**src/design/qwt_pkg.sv**
```systemverilog
`default_nettype none

package qwt_pkg;

    localparam int COUNT_WIDTH_DEF = 16;
    localparam int FIELD_WIDTH     = 16;
    localparam int MAX_RESULTS     = 3;

    localparam logic [7:0] CH_HASH   = 8'd35;
    localparam logic [7:0] CH_SQUOTE = 8'd39;
    localparam logic [7:0] CH_DQUOTE = 8'd34;
    localparam logic [7:0] CH_SPACE  = 8'd32;
    localparam logic [7:0] CH_TAB    = 8'd9;
    localparam logic [7:0] CH_COMMA  = 8'd44;
    localparam logic [7:0] CH_NL     = 8'd10;

    typedef enum logic [1:0] {
        KIND_CHAR   = 2'd0,
        KIND_TERM   = 2'd1,
        KIND_TOTALS = 2'd2
    } kind_t;

    typedef struct packed {
        kind_t                  kind;
        logic [7:0]             char_value;
        logic [FIELD_WIDTH-1:0] store_pos;
        logic                   word_valid;
        logic [FIELD_WIDTH-1:0] word_index;
        logic [FIELD_WIDTH-1:0] word_start;
        logic [FIELD_WIDTH-1:0] word_length;
        logic [FIELD_WIDTH-1:0] char_count;
        logic [FIELD_WIDTH-1:0] word_count;
        logic                   last_result;
    } result_t;

endpackage

`default_nettype wire

```
**src/design/qwt_outq.sv**
```systemverilog
`default_nettype none

// Holds the results of one byte and hands them out one transfer at a time.
module qwt_outq (
    input  wire logic              clk,
    input  wire logic              rst_n,
    input  wire logic              load,
    input  wire logic [1:0]        load_num,
    input  wire qwt_pkg::result_t  load_items [qwt_pkg::MAX_RESULTS],
    input  wire logic              out_stall,
    output logic                   out_valid,
    output qwt_pkg::result_t       head,
    output logic                   free
);

    logic [1:0]        count_reg;
    logic [1:0]        count_next;
    qwt_pkg::result_t  items_reg [qwt_pkg::MAX_RESULTS];
    logic              take;

    assign out_valid = (count_reg != 2'd0);
    assign take      = out_valid && !out_stall;
    assign head      = items_reg[0];
    assign free      = (count_reg == 2'd0) || ((count_reg == 2'd1) && take);

    always_comb
    begin
        if (load)
        begin
            count_next = load_num;
        end
        else if (take)
        begin
            count_next = count_reg - 2'd1;
        end
        else
        begin
            count_next = count_reg;
        end
    end

    always_ff @(posedge clk or negedge rst_n)
    begin
        if (!rst_n)
        begin
            count_reg <= 2'd0;
        end
        else
        begin
            count_reg <= count_next;
        end
    end

    always_ff @(posedge clk)
    begin
        if (load)
        begin
            items_reg <= load_items;
        end
        else if (take)
        begin
            items_reg[0] <= items_reg[1];
            items_reg[1] <= items_reg[2];
        end
    end

endmodule

`default_nettype wire

```
**src/design/quoted_word_tokenizer_core.sv**
```systemverilog
`default_nettype none

// Channel   Direction  Handshake          Payload
// input     in         in_valid/in_stall  text_byte, final_byte
// output    out        out_valid/out_stall kind .. last_result (one result per transfer)
//
// A byte is held in the input register, where its whole update is done combinationally and its
// zero to three results are loaded into the result queue as soon as the queue is free.
// A byte's results leave one per transfer through the single output port of the result
// queue, and a byte with results waits in the input register until the queue is free.
// Reset clears the tokenizer state and empties both registers.
// A stalled output holds an input byte that has results in its register and then stalls the input.
module quoted_word_tokenizer_core #(
    parameter int COUNT_WIDTH = qwt_pkg::COUNT_WIDTH_DEF
) (
    input  wire logic                               clk,
    input  wire logic                               rst_n,
    input  wire logic                               in_valid,
    output logic                                    in_stall,
    input  wire logic [7:0]                         text_byte,
    input  wire logic                               final_byte,
    output logic                                    out_valid,
    input  wire logic                               out_stall,
    output logic [1:0]                              kind,
    output logic [7:0]                              char_value,
    output logic [qwt_pkg::FIELD_WIDTH-1:0]         store_pos,
    output logic                                    word_valid,
    output logic [qwt_pkg::FIELD_WIDTH-1:0]         word_index,
    output logic [qwt_pkg::FIELD_WIDTH-1:0]         word_start,
    output logic [qwt_pkg::FIELD_WIDTH-1:0]         word_length,
    output logic [qwt_pkg::FIELD_WIDTH-1:0]         char_count,
    output logic [qwt_pkg::FIELD_WIDTH-1:0]         word_count,
    output logic                                    last_result
);

    localparam int FW = qwt_pkg::FIELD_WIDTH;
    localparam int EW = (COUNT_WIDTH > FW) ? COUNT_WIDTH : FW;
    localparam logic [COUNT_WIDTH-1:0] CNT_MAX = '1;

    function automatic logic [COUNT_WIDTH-1:0] sat_inc(input logic [COUNT_WIDTH-1:0] v);
        logic [COUNT_WIDTH-1:0] r;
        r = (v == CNT_MAX) ? v : v + COUNT_WIDTH'(1);
        return r;
    endfunction

    function automatic logic [FW-1:0] to_field(input logic [COUNT_WIDTH-1:0] v);
        logic [EW-1:0] w;
        w = EW'(v);
        return w[FW-1:0];
    endfunction

    logic                    in_full_reg;
    logic [7:0]              byte_reg;
    logic                    fin_reg;

    logic                    in_comment_reg, in_comment_next;
    logic                    in_quote_reg, in_quote_next;
    logic                    quote_dbl_reg, quote_dbl_next;
    logic                    word_open_reg, word_open_next;
    logic [COUNT_WIDTH-1:0]  run_len_reg, run_len_next;
    logic [COUNT_WIDTH-1:0]  pack_pos_reg, pack_pos_next;
    logic [COUNT_WIDTH-1:0]  start_pos_reg, start_pos_next;
    logic [COUNT_WIDTH-1:0]  words_reg, words_next;
    logic [COUNT_WIDTH-1:0]  chars_reg, chars_next;

    qwt_pkg::result_t        res [qwt_pkg::MAX_RESULTS];
    logic [1:0]              res_num;
    logic                    q_free;
    logic                    consume;
    qwt_pkg::result_t        head;

    always_comb
    begin
        logic        skip;
        logic        is_sep;
        logic        qmatch;
        logic [1:0]  k;

        in_comment_next = in_comment_reg;
        in_quote_next   = in_quote_reg;
        quote_dbl_next  = quote_dbl_reg;
        word_open_next  = word_open_reg;
        run_len_next    = run_len_reg;
        pack_pos_next   = pack_pos_reg;
        start_pos_next  = start_pos_reg;
        words_next      = words_reg;
        chars_next      = chars_reg;
        k               = 2'd0;
        skip            = 1'b0;
        for (int i = 0; i < qwt_pkg::MAX_RESULTS; i++)
        begin
            res[i] = '0;
        end

        is_sep = (byte_reg == qwt_pkg::CH_SPACE) || (byte_reg == qwt_pkg::CH_TAB)
              || (byte_reg == qwt_pkg::CH_COMMA) || (byte_reg == qwt_pkg::CH_NL);

        if (!in_comment_next && (byte_reg == qwt_pkg::CH_HASH))
        begin
            in_comment_next = 1'b1;
        end
        else if (!in_comment_next && !in_quote_next
                 && ((byte_reg == qwt_pkg::CH_SQUOTE) || (byte_reg == qwt_pkg::CH_DQUOTE)))
        begin
            in_quote_next  = 1'b1;
            quote_dbl_next = (byte_reg == qwt_pkg::CH_DQUOTE);
            word_open_next = 1'b1;
            run_len_next   = '0;
            start_pos_next = pack_pos_next;
            skip           = 1'b1;
        end

        qmatch = quote_dbl_next ? (byte_reg == qwt_pkg::CH_DQUOTE)
                                : (byte_reg == qwt_pkg::CH_SQUOTE);

        if (!skip)
        begin
            if (in_comment_next)
            begin
                if (byte_reg == qwt_pkg::CH_NL)
                begin
                    in_comment_next = 1'b0;
                end
            end
            else if (in_quote_next)
            begin
                if (qmatch)
                begin
                    res[k].kind        = qwt_pkg::KIND_TERM;
                    res[k].store_pos   = to_field(pack_pos_next);
                    res[k].word_valid  = (run_len_next != '0);
                    res[k].word_index  = (run_len_next != '0) ? to_field(words_next) : '0;
                    res[k].word_start  = to_field(start_pos_next);
                    res[k].word_length = to_field(run_len_next);
                    k = k + 2'd1;
                    if (run_len_next != '0)
                    begin
                        words_next = sat_inc(words_next);
                    end
                    pack_pos_next  = sat_inc(pack_pos_next);
                    in_quote_next  = 1'b0;
                    word_open_next = 1'b0;
                    run_len_next   = '0;
                end
                else
                begin
                    if (byte_reg != qwt_pkg::CH_NL)
                    begin
                        res[k].kind       = qwt_pkg::KIND_CHAR;
                        res[k].char_value = byte_reg;
                        res[k].store_pos  = to_field(pack_pos_next);
                        k = k + 2'd1;
                        chars_next    = sat_inc(chars_next);
                        pack_pos_next = sat_inc(pack_pos_next);
                    end
                    run_len_next = sat_inc(run_len_next);
                end
            end
            else if (!is_sep)
            begin
                res[k].kind       = qwt_pkg::KIND_CHAR;
                res[k].char_value = byte_reg;
                res[k].store_pos  = to_field(pack_pos_next);
                k = k + 2'd1;
                chars_next   = sat_inc(chars_next);
                run_len_next = sat_inc(run_len_next);
                if (!word_open_next)
                begin
                    start_pos_next = pack_pos_next;
                    word_open_next = 1'b1;
                    words_next     = sat_inc(words_next);
                end
                pack_pos_next = sat_inc(pack_pos_next);
            end
            else
            begin
                if (word_open_next && (run_len_next != '0))
                begin
                    res[k].kind        = qwt_pkg::KIND_TERM;
                    res[k].store_pos   = to_field(pack_pos_next);
                    res[k].word_valid  = 1'b1;
                    res[k].word_index  = (words_next != '0)
                                       ? to_field(words_next - COUNT_WIDTH'(1)) : '0;
                    res[k].word_start  = to_field(start_pos_next);
                    res[k].word_length = to_field(run_len_next);
                    k = k + 2'd1;
                    pack_pos_next = sat_inc(pack_pos_next);
                end
                word_open_next = 1'b0;
                run_len_next   = '0;
            end
        end

        if (fin_reg)
        begin
            if (in_quote_next)
            begin
                res[k].kind        = qwt_pkg::KIND_TERM;
                res[k].store_pos   = to_field(pack_pos_next);
                res[k].word_valid  = (run_len_next != '0);
                res[k].word_index  = (run_len_next != '0) ? to_field(words_next) : '0;
                res[k].word_start  = to_field(start_pos_next);
                res[k].word_length = to_field(run_len_next);
                k = k + 2'd1;
                if (run_len_next != '0)
                begin
                    words_next = sat_inc(words_next);
                end
                pack_pos_next = sat_inc(pack_pos_next);
            end
            res[k].kind       = qwt_pkg::KIND_TOTALS;
            res[k].store_pos  = to_field(pack_pos_next);
            res[k].char_count = to_field(chars_next);
            res[k].word_count = to_field(words_next);
            k = k + 2'd1;

            in_comment_next = 1'b0;
            in_quote_next   = 1'b0;
            quote_dbl_next  = 1'b0;
            word_open_next  = 1'b0;
            run_len_next    = '0;
            pack_pos_next   = '0;
            start_pos_next  = '0;
            words_next      = '0;
            chars_next      = '0;
        end

        if (k != 2'd0)
        begin
            res[k - 2'd1].last_result = 1'b1;
        end
        res_num = k;
    end

    assign consume  = in_full_reg && ((res_num == 2'd0) || q_free);
    assign in_stall = in_full_reg && !consume;

    always_ff @(posedge clk or negedge rst_n)
    begin
        if (!rst_n)
        begin
            in_full_reg    <= 1'b0;
            in_comment_reg <= 1'b0;
            in_quote_reg   <= 1'b0;
            quote_dbl_reg  <= 1'b0;
            word_open_reg  <= 1'b0;
            run_len_reg    <= '0;
            pack_pos_reg   <= '0;
            start_pos_reg  <= '0;
            words_reg      <= '0;
            chars_reg      <= '0;
        end
        else
        begin
            if (in_valid && !in_stall)
            begin
                in_full_reg <= 1'b1;
            end
            else if (consume)
            begin
                in_full_reg <= 1'b0;
            end
            if (consume)
            begin
                in_comment_reg <= in_comment_next;
                in_quote_reg   <= in_quote_next;
                quote_dbl_reg  <= quote_dbl_next;
                word_open_reg  <= word_open_next;
                run_len_reg    <= run_len_next;
                pack_pos_reg   <= pack_pos_next;
                start_pos_reg  <= start_pos_next;
                words_reg      <= words_next;
                chars_reg      <= chars_next;
            end
        end
    end

    always_ff @(posedge clk)
    begin
        if (in_valid && !in_stall)
        begin
            byte_reg <= text_byte;
            fin_reg  <= final_byte;
        end
    end

    qwt_outq u_outq (
        .clk        (clk),
        .rst_n      (rst_n),
        .load       (consume && (res_num != 2'd0)),
        .load_num   (res_num),
        .load_items (res),
        .out_stall  (out_stall),
        .out_valid  (out_valid),
        .head       (head),
        .free       (q_free)
    );

    assign kind        = head.kind;
    assign char_value  = head.char_value;
    assign store_pos   = head.store_pos;
    assign word_valid  = head.word_valid;
    assign word_index  = head.word_index;
    assign word_start  = head.word_start;
    assign word_length = head.word_length;
    assign char_count  = head.char_count;
    assign word_count  = head.word_count;
    assign last_result = head.last_result;

endmodule

`default_nettype wire
```
**config.mk**
```make
export PLATFORM = sky130hd
export DESIGN_NAME = quoted_word_tokenizer_core
export DESIGN_NICKNAME = d
export VERILOG_FILES = /design/src/design/qwt_pkg.sv /design/src/design/qwt_outq.sv /design/src/design/quoted_word_tokenizer_core.sv
export SDC_FILE = /design/constraint.sdc
export NUM_CORES = 1
export LEC_CHECK = 0
export BUFFER_PORTS_ARGS = -buffer_cell sky130_fd_sc_hd__buf_2
export CAP_MARGIN = 20
export CORE_ASPECT_RATIO = 1.5
export CORE_MARGIN = 1
export CORE_UTILIZATION = 52
export CTS_CLUSTER_SIZE = 20
export DETAILED_ROUTE_END_ITERATION = 16
export HOLD_SLACK_MARGIN = 0.06
export PLACE_DENSITY = 0.7
export SYNTH_ARGS = -nofsm -noshare
export SYNTH_HDL_FRONTEND = slang
export SYNTH_SLANG_ARGS = --single-unit
```
**constraint.sdc**
```tcl
create_clock -name clk -period 32.1 [get_ports clk]
set_input_delay 1.605 -clock clk [delete_from_list [all_inputs] [get_ports clk]]
set_output_delay 1.605 -clock clk [all_outputs]
set_load 0.1 [all_outputs]
```
==> run metrics, run 1 <==
status finished, final reports clean; total die area 39100 µm²; drt pass-1 iters 5; Reg power frac 34.4%; HP Class reg2reg; vias between 15000 and 20000; total global routing overflow 0; asr flop ratio synth 24.6%; Post-Syn Area per Cell 9.73 µm²; #FFs+latches synth 354; Nets around 2000; Clock power frac 16.5%; max FFs per register 150; Initial Util around 53%; critical path startpoint category register; sw frac 50.7%; # port buffers 122; antenna-violating nets left 0; Worst Tran Pin Value approximately 1.1 ns; cells after synthesis 2048; CTS tree yes; Max Slew Vio Count 0; Hold-fix buffers, CTS 0; ratio of cells with drive above 1 in the final layout 12.7%; commonest non-fill, non-tap cell in the layout nand2_1; first-pass GRT wire length 85300 µm; NetSw 1.26 mW; die width 162 µm; clk slew on worst S/H paths around 0.06 ns; Post-CTS Setup Inserts 0; Final Skew 0.0161 ns; drt wl/cell ~22 µm; vias per cell 6.29; most frequent cells in the layout nand2_1 (271), edfxtp_1 (267), nor2_1 (205), o21ai_0 (139), buf_2 (121); vias in the first global route 14800; CTS H-tree depth 2; total CTS buffers 35; post-synth cell types 94; min Tclk post-route 7.27 ns; CTS sink count ~350; Worst Setup SP byte_reg[4]; PnR worst setup slack 24.83 ns; Req. time, crit path 32.52 ns; post-synthesis cell area 19900 µm²; Crit. End Element register; Setup Crit Path Kind reg2reg; count of endpoints failing setup in the final report 0; register area share after synthesis about half; reg2reg path depth 19; worst reg2reg path startpoint byte_reg[4]; die height 242 µm; endpoints failing hold 0; Ports between 100 and 150; area leader, netlist edfxtp_1; DP HPWL ~37000 µm; YS warnings 0; GRT Total Usage between 20% and 30%; Post-synth EDFFs 267; Synth Flop Type edfxtp_1; LEAKAGE 7.68 nW; DRC viols 0; max_slew headroom 21.4%; Mapped Nets just over 2000; pre-CTS setup slack 24.81 ns; largest net degree at the start of global routing 90; Resized cells post-CTS 0; total negative slack 0 ns; Combinational Power Share 49.0%; clk root buf clkbuf_16; area grow syn2layout 6.13%; initial antenna violation count 0; internal power 1.22 mW; clk_lat worst skew 0.55 ns; Max-Cap Viols 0; initial DRC count 1343; Final Hold Slack 0.511 ns; fmax between 0.1 and 0.15 GHz; R2R Path End u_outq.head[87]; power per cell area 117 nW/µm²; synth top area cells edfxtp_1 (40%), dfrtp_1 (11%), nand2_1 (5.1%); post-synth top area share 40.2%; worst hold stages 2; GPL Wtd Cong around 0.9; RSZ-0062 raised after global routing false; core footprint 37700 µm²; Peak VDD IR approximately 0.000085 V; Setup crit end u_outq.head[87]; DRT Wirelength 54300 µm; n_diodes 0; R2R setup slack between 20 and 25 ns; CP Data Arrival Time slightly below 8 ns; clock buffer depth 3; # rows 87; CP max FO 81; period utilization 22.7%
==> synth_stat cells (10+ instances only) <==
cell and instances:
o22ai_1 10, o21ai_0 141, edfxtp_1 267, inv_1 37
nand2b_1 16, buf_2 24, nand4_1 31, nor3_1 58
and2_1 26, mux2i_1 18, and3_1 29, xor2_1 25
a221oi_1 22, o31ai_1 50, nor2_1 205, dfrtp_1 87
xnor2_1 38, o21a_1 21, nand2_1 272, a31oi_1 32
a21oi_1 91, nand3_1 47, nor4_1 26, buf_1 11
a21boi_0 19, buf_4 109, clkbuf_1 114, or3_1 12
ha_1 13, o221ai_1 18
==> per-stage QoR <==
| step | power [mW] | instances | area (µm²) | util (%) |
|---|---|---|---|---|
| after floorplan | 1.98 | 2048 | 19900 | - |
| after global placement | 2.05 | 2426 | 20000 | 53.0 |
| after detailed placement | 2.07 | 2427 | 20000 | 53.0 |
| after CTS | 2.48 | 2491 | 21100 | 56.0 |
| after global routing | 2.59 | 2495 | 21100 | 56.2 |
| final | 2.47 | 2495 | 21100 | 56.2 |
==> area by class of cell <==
cell class,count,area (µm²)
Clock inverter,12,106
Tap cell,489,612
Sequential cell,354,10200
Inverter,41,159
Fill cell,3369,16500
Clock buffer,52,1010
Multi-Input combinational cell,1392,8170
Timing Repair Buffer,155,901
==> cell families after synthesis <==
logic type / count (synthesis) / share of synthesized area (%)
and+or+nand+nor: 779 / 18.7
buffers and inverters: 302 / 8.02
adders and majority gates: 13 / 0.816
DFF: 354 / 51.2
xor gates and xnor gates: 65 / 2.93
muxes: 24 / 1.26
AOI/OAI and AO/OA: 511 / 17.2
==> how the worst min path moves through the flow <==
stage | from | end
global placement | start_pos_reg[2] | start_pos_reg[2]
finish | start_pos_reg[3] | start_pos_reg[3]
detailed placement | start_pos_reg[14] | start_pos_reg[14]
CTS | start_pos_reg[14] | start_pos_reg[14]
global route | u_outq.count_reg[1] | u_outq.count_reg[1]
floorplan | run_len_reg[1] | run_len_reg[1]
==> power groups by stage <==
stage	sequential [mW]	clock [mW]	combinational, mW
2_1_floorplan	0.909	0	1.07
3_3_place_gp	0.856	0	1.19
3_5_place_dp	0.860	0	1.21
4_1_cts	0.854	0.416	1.21
5_1_grt	0.869	0.431	1.29
6_report	0.852	0.409	1.21
==> routing by layer <==
metal | GRT usage, % | vias up | part of all wire [%]
li1 | - | 7283 | -
met1 | 35.7 | 7685 | 40
met2 | 47.0 | 598 | 50
met3 | 3.26 | 127 | 5.8
met4 | 13.2 | 0 | 4.7
met5 | 0 | - | 0
==> worst max-delay path, cell delays in order (launching register included) <==
cell and delay (ns):
edfxtp_1 0.39, nor3_2 0.69, nand4_1 0.84, and2_0 0.51
inv_1 0.08, ha_1 0.16, nor4b_1 0.22, nand4_1 0.21
o211ai_2 0.27, a31o_2 0.48, inv_4 0.17, o21ai_0 0.44
and2_1 0.26, o21ai_4 0.07, buf_4 0.25, inv_4 0.52
buf_4 0.85, and2_1 0.35, a22o_1 0.16, a21o_1 0.08
Power figures use the tool's default switching activity.
==> run 2: changes to the inputs <==
--- a/config.mk
+++ b/config.mk
@@ -5,6 +5,7 @@
 export SDC_FILE = /design/constraint.sdc
 export NUM_CORES = 1
 export LEC_CHECK = 0
+export ABC_AREA = 1
 export BUFFER_PORTS_ARGS = -buffer_cell sky130_fd_sc_hd__buf_2
 export CAP_MARGIN = 20
 export CORE_ASPECT_RATIO = 1.5
@@ -13,7 +14,7 @@
 export CTS_CLUSTER_SIZE = 20
 export DETAILED_ROUTE_END_ITERATION = 16
 export HOLD_SLACK_MARGIN = 0.06
-export PLACE_DENSITY = 0.7
+export PLACE_DENSITY = 0.73
 export SYNTH_ARGS = -nofsm -noshare
 export SYNTH_HDL_FRONTEND = slang
 export SYNTH_SLANG_ARGS = --single-unit
==> constraint.sdc (replaced) <==
create_clock -name clk -period 6.5 [get_ports clk]
set_input_delay 0.325 -clock clk [delete_from_list [all_inputs] [get_ports clk]]
set_output_delay 0.325 -clock clk [all_outputs]
set_load 0.1 [all_outputs]
==> run metrics, run 2 <==
non-filler cells, final 2969 (+19%); area of the multi-input gates 8230 µm² (+0.75%); Synth Area in Adders 0.785% (-0.032 points); DRC viols 0 (unchanged); clk root buf clkbuf_16; clk slew on worst S/H paths 0.06 ns (about the same); CTS sink count 354 (unchanged); clk_lat worst skew 0.54 ns (about the same); compound-cell area share of the yosys netlist 11.6% (-5.5 points); Max Slew Vio Count 0 (unchanged); period utilization 82.4% (+60 points); core footprint 39300 µm² (+4.4%); total negative slack 0 ns (unchanged); ratio of cells with drive above 1 in the final layout 13.6% (+0.99 points); Final Hold Slack 0.139 ns (-0.373 ns); # rows 89 (+2.3%); endpoints failing hold 0 (unchanged); Synth Flop Type edfxtp_1; max FFs per register 150 (unchanged); initial antenna violation count 0 (unchanged); register area 10200 µm² (unchanged); vias 17500 (+11%); YS warnings 0 (unchanged); area leader, netlist edfxtp_1; Worst Tran Pin Value 1.01 ns (-0.138 ns); multiplexer share of the synthesized area 0.0543% (-1.2 points); status finished, final reports clean; asr flop ratio synth 24.6% (unchanged); n_diodes 0 (unchanged); die height 247 µm (+2.0%); largest family of logic cells by synthesized area simple AND/OR/NAND/NOR gates; Post-Syn Area per Cell 8.45 µm² (-13%); die width 165 µm (+2.0%); post-synth cell types 63 (-33%); Ports 123 (unchanged); vias per cell 5.89 (-6.4%); Finished Cell Area 22200 µm² (+5.1%); antenna-violating nets left 0 (unchanged); synth top area cells edfxtp_1 (39%), nand2_1 (11%), dfrtp_1 (11%); Crit. End Element register; Post-synth EDFFs 267 (unchanged); worst path buffer plus inverter count 6 (+1); largest net degree at the start of global routing 93 (+3.3%); cell with the most instances after synthesis nand2_1; commonest cells in the netlist nand2_1 (588), edfxtp_1 (267), inv_1 (242); CP top delay family simple AND/OR/NAND/NOR gates; drt wl/cell 20.3 µm (-6.5%); initial DRC count 1822 (+36%); Hold-fix buffers, CTS 10 (+10); DP HPWL 42400 µm (+16%); HP Class in2reg; Post-CTS Setup Inserts 0 (unchanged); #FFs+latches synth 354 (unchanged); DRT Wirelength 60400 µm (+11%); Nets 2471 (+23%); post-synth top area share 38.7% (-1.6 points); commonest non-fill, non-tap cell in the layout nand2_1; Final Skew 0.0226 ns (+0.00650 ns); most frequent cells in the layout nand2_1 (586), edfxtp_1 (267), inv_1 (242), nor2_1 (209), nand3_1 (182); fillers 3601 (+6.9%); total die area 40700 µm² (+4.0%); total global routing overflow 0 (unchanged); Mapped Nets 2479 (+20%); GRT Total Usage 29.7% (+1.8 points); CTS H-tree depth 2 (unchanged); total CTS buffers 36 (+2.9%); # port buffers 122 (unchanged); clock buffer depth 3 (unchanged); post-synthesis cell area 20700 µm² (+4.0%); critical path startpoint category register; dpl cells 2897 (+19%); drt pass-1 iters 6 (+1); CP Data Arrival Time 5.63 ns (-2.06 ns); Req. time, crit path 6.78 ns (-25.74 ns); first-pass GRT wire length 92600 µm (+8.5%); GPL Wtd Cong 0.978 (+6.2%); CP max stage cell buf_4; Post-Synth XOR/XNOR Area 1.65% (-1.3 points); max_slew headroom 32.8% (+11 points); CTS tree yes; vias in the first global route 16900 (+14%); register area share after synthesis 49.2% (-2.0 points); min Tclk post-route 5.36 ns (-1.91 ns); Max-Cap Viols 0 (unchanged); Post-Synth Simple-Gate Area 25.4% (+6.8 points); area grow syn2layout 7.21%; count of endpoints failing setup in the final report 0 (unchanged); RSZ-0062 raised after global routing false; CP max FO 46 (-43%); fmax 0.187 GHz (+36%); R2R setup slack 1.14 ns (-23.69 ns); Initial Util 52.7% (-0.16 points); CP dominant cell by count nand2_2; Cell Area, Placed 20900 µm² (+4.9%); Setup Crit Path Kind reg2reg; cells after synthesis 2453 (+20%); Resized cells post-CTS 0 (unchanged); CP max stage delay 0.47 ns (-0.38 ns)
run 2: changes by cell type in the layout (fill, tap and decap cells not counted), sizes merged, moves of 28 or more:
| cell | previous run | this run |
|---|---|---|
| o31ai | 50 | 1 |
| nand2 | 272 | 618 |
| inv | 41 | 256 |
| and3 | 29 | 0 |
| nand3 | 48 | 189 |
| nor2 | 205 | 233 |
| o22ai | 10 | 78 |
| xnor2 | 40 | 3 |
run 2: cells by family after synthesis:
| logic type | Yosys count |
|---|---|
| xor+xnor | 39 |
| compound gates | 389 |
| fa+ha+maj | 13 |
| mux | 1 |
| simple gates | 1183 |
| flops | 354 |
| buf+inv | 474 |
run 2: worst paths after layout:
kind / start / endpoint / depth (start not counted)
worst max-delay path: byte_reg[2] / u_outq.head[67] / 25
worst min-delay path: in_valid / in_full_reg / 3
worst max register to register: byte_reg[2] / u_outq.head[67] / 25
worst min register to register: u_outq.items_reg[116] / u_outq.head[8] / 2
max in group asynchronous: rst_n / chars_reg[10] / 3
min in group asynchronous: rst_n / start_pos_reg[2] / 2
run 2: worst register-to-register path: stages (launching register included):
cell and delay (ns):
edfxtp_1 0.40, inv_1 0.12, nand2_1 0.08, nor2_1 0.12, nand2_2 0.10, nand2_2 0.09, nand2_4 0.15, inv_2 0.35
nor2_1 0.14, inv_1 0.10, ha_1 0.14, nand2_1 0.06, nor2_1 0.13, nand2_2 0.14, nand2_4 0.12, nand2_2 0.19
nand3_2 0.42, nand2_1 0.22, nand2_2 0.14, nand2_2 0.25, inv_2 0.19, nand2_4 0.20, inv_4 0.46, buf_4 0.51
nand3_1 0.15, o21a_1 0.13
run 2: per-stage QoR:
step | worst slack (ns) | util (%)
2_1_floorplan | 0.887 | -
3_3_place_gp | 1.46 | 53.2
3_5_place_dp | 1.25 | 53.2
4_1_cts | 1.21 | 56.5
5_1_grt | 0.761 | 56.5
6_report | 1.14 | 56.5
run 2: metal layers:
metal | GRT usage (%) | part of all wire, % | up-vias
met5 | 0 | 0 | -
met4 | 16.4 | 5.6 | 0
met3 | 3.16 | 5.8 | 204
met2 | 52.1 | 51 | 722
met1 | 35.1 | 38 | 8421
li1 | - | - | 8135
run 2: final cells by class:
cell class | instances | area share, %
clock inverters | 18 | 0.923
multi-input cells | 1625 | 37.0
inverters | 261 | 4.42
flip-flops and latches | 354 | 45.9
clock buffers | 44 | 4.46
well taps | 500 | 2.81
repair buffers | 167 | 4.50
Power of run 2 is not shown: default switching activity piles up to over one toggle a cycle in this logic, so the estimate is an artifact.
==> run 3: changes to the inputs <==
--- a/config.mk
+++ b/config.mk
@@ -14,7 +14,7 @@
 export CTS_CLUSTER_SIZE = 20
 export DETAILED_ROUTE_END_ITERATION = 16
 export HOLD_SLACK_MARGIN = 0.06
-export PLACE_DENSITY = 0.73
+export PLACE_DENSITY = 0.7
 export SYNTH_ARGS = -nofsm -noshare
 export SYNTH_HDL_FRONTEND = slang
 export SYNTH_SLANG_ARGS = --single-unit
==> constraint.sdc (replaced) <==
create_clock -name clk -period 5.07 [get_ports clk]
set_input_delay 0.2535 -clock clk [delete_from_list [all_inputs] [get_ports clk]]
set_output_delay 0.2535 -clock clk [all_outputs]
set_load 0.1 [all_outputs]
==> run metrics, run 3 (synthesis results as in run 2) <==
total die area 40700 µm² (unchanged); commonest non-fill, non-tap cell in the layout nand2_1; clk_lat worst skew 0.55 ns (about the same); Worst Setup SP byte_reg[0]; total negative slack 0 ns (unchanged); clk slew on worst S/H paths 0.07 ns (about the same); # rows 89 (unchanged); worst hold stages 5 (+2); max FFs per register 150 (unchanged); worst reg2reg path startpoint byte_reg[0]; CTS sink count 354 (unchanged); DRC viols 0 (unchanged); DRT Wirelength 60200 µm (-0.28%); reg2reg path depth 27 (+8.0%); ratio of cells with drive above 1 in the final layout 13.8% (+0.17 points); count of endpoints failing setup in the final report 0 (unchanged); Max-Cap Viols 0 (unchanged); Nets 2480 (+0.36%); CTS tree yes; initial antenna violation count 0 (unchanged); clock buffer depth 3 (unchanged); critical path startpoint category register; Initial Util 52.7% (unchanged); Setup Crit Path Kind reg2reg; # port buffers 122 (unchanged); CP max FO 24 (-48%); Crit. End Element register; Post-CTS Setup Inserts 0 (unchanged); endpoints failing hold 0 (unchanged); hold_sp out_stall; core footprint 39300 µm² (unchanged); Req. time, crit path 5.45 ns (-1.33 ns); most frequent cells in the layout nand2_1 (586), edfxtp_1 (267), inv_1 (242), nor2_1 (209), nand3_1 (182); first-pass GRT wire length 93700 µm (+1.2%); min Tclk post-route 4.53 ns (-0.828 ns); area grow syn2layout 7.49%; antenna-violating nets left 0 (unchanged); Max Slew Vio Count 0 (unchanged); drt pass-1 iters 5 (-1); CTS H-tree depth 2 (unchanged); HP Class in2reg; vias in the first global route 17000 (+0.40%); die height 247 µm (unchanged); Worst Tran Pin Value 0.919 ns (-0.0884 ns); Resized cells post-CTS 0 (unchanged); total global routing overflow 0 (unchanged); n_diodes 0 (unchanged); fmax 0.221 GHz (+18%); CP Data Arrival Time 4.91 ns (-0.72 ns); largest net degree at the start of global routing 70 (-25%); vias 17300 (-0.97%); GPL Wtd Cong 0.931 (-4.8%); max_slew headroom 38.6% (+5.7 points); period utilization 89.4% (+6.9 points); vias per cell 5.81 (-1.4%); GRT Total Usage 30.1% (+0.38 points); Final Skew 0.0224 ns (-0.000116 ns); Ports 123 (unchanged); clk root buf clkbuf_16; total CTS buffers 36 (unchanged); DP HPWL 42100 µm (-0.81%); drt wl/cell 20.2 µm (-0.72%); initial DRC count 1702 (-6.6%); RSZ-0062 raised after global routing false; die width 165 µm (unchanged); status finished, final reports clean
run 3: changes by cell type in the layout (fill, tap and decap cells not counted), sizes merged:
cell         previous run  this run
clkinv                 17        19
clkbuf                 44        48
buf                   157       165
inv                   256       257
dlygate4sd3            10        11
clkinvlp                2         3
bufinv                  4         0
run 3: layer usage:
layer	up-vias	global-route usage [%]	wire (µm)
li1	8161	-	-
met1	8234	36.3	23000
met2	726	52.2	30300
met3	191	3.40	3690
met4	0	15.7	3170
met5	-	0	0
run 3: path summary, 6_finish.rpt:
path | end | slack (ns)
setup / recovery | u_outq.head[97] | 0.54
min in group asynchronous | start_pos_reg[10] | 0.36
hold reg to reg | start_pos_reg[15] | 0.52
hold / removal | in_full_reg | 0.27
setup reg to reg | u_outq.head[97] | 0.54
max in group asynchronous | pack_pos_reg[6] | 3.70
run 3: layout make-up:
class | count | area, µm²
Clock buffer | 48 | 1020
Clock inverter | 18 | 119
Fill cell | 3540 | 17000
Inverter | 261 | 982
Multi-Input combinational cell | 1625 | 8230
Sequential cell | 354 | 10200
Tap cell | 500 | 626
Timing Repair Buffer | 176 | 1120
run 3: what timing repair did:
item,in CTS,in global routing
hold buffers,11,0
setup endpoints to repair,0,0
hold endpoints to repair,66,0
run 3: critical path, stage by stage, from the launching register on:
cell and delay [ns]:
edfxtp_1 0.42, inv_1 0.10, nand2_1 0.07, nor2_1 0.13
nand2_2 0.10, nand2_2 0.09, nand2_4 0.17, inv_2 0.11
nor2_1 0.07, inv_1 0.08, ha_1 0.15, nand2_1 0.07
nor2_1 0.13, nand2_2 0.15, nand2_4 0.12, nand2_2 0.19
nand3_2 0.13, buf_4 0.28, inv_2 0.18, o21ai_1 0.47
nand2_1 0.12, nor2_1 0.14, nand3_1 0.18, nor2_2 0.19
nand2_1 0.13, nand3_1 0.16, nand2_1 0.07, a21boi_1 0.15
run 3: stage by stage:
step	area [µm²]	cells	worst slack, ns	hold WS [ns]	util, %
2_1_floorplan	20700	2453	0.578	-0.0421	-
3_3_place_gp	21000	2905	0.713	0.392	53.5
3_5_place_dp	21000	2905	0.636	0.399	53.5
4_1_cts	22300	2982	0.588	0.253	56.7
5_1_grt	22300	2982	0.100	0.320	56.7
6_report	22300	2982	0.540	0.271	56.7
Power of run 3 is left out for the same reason.
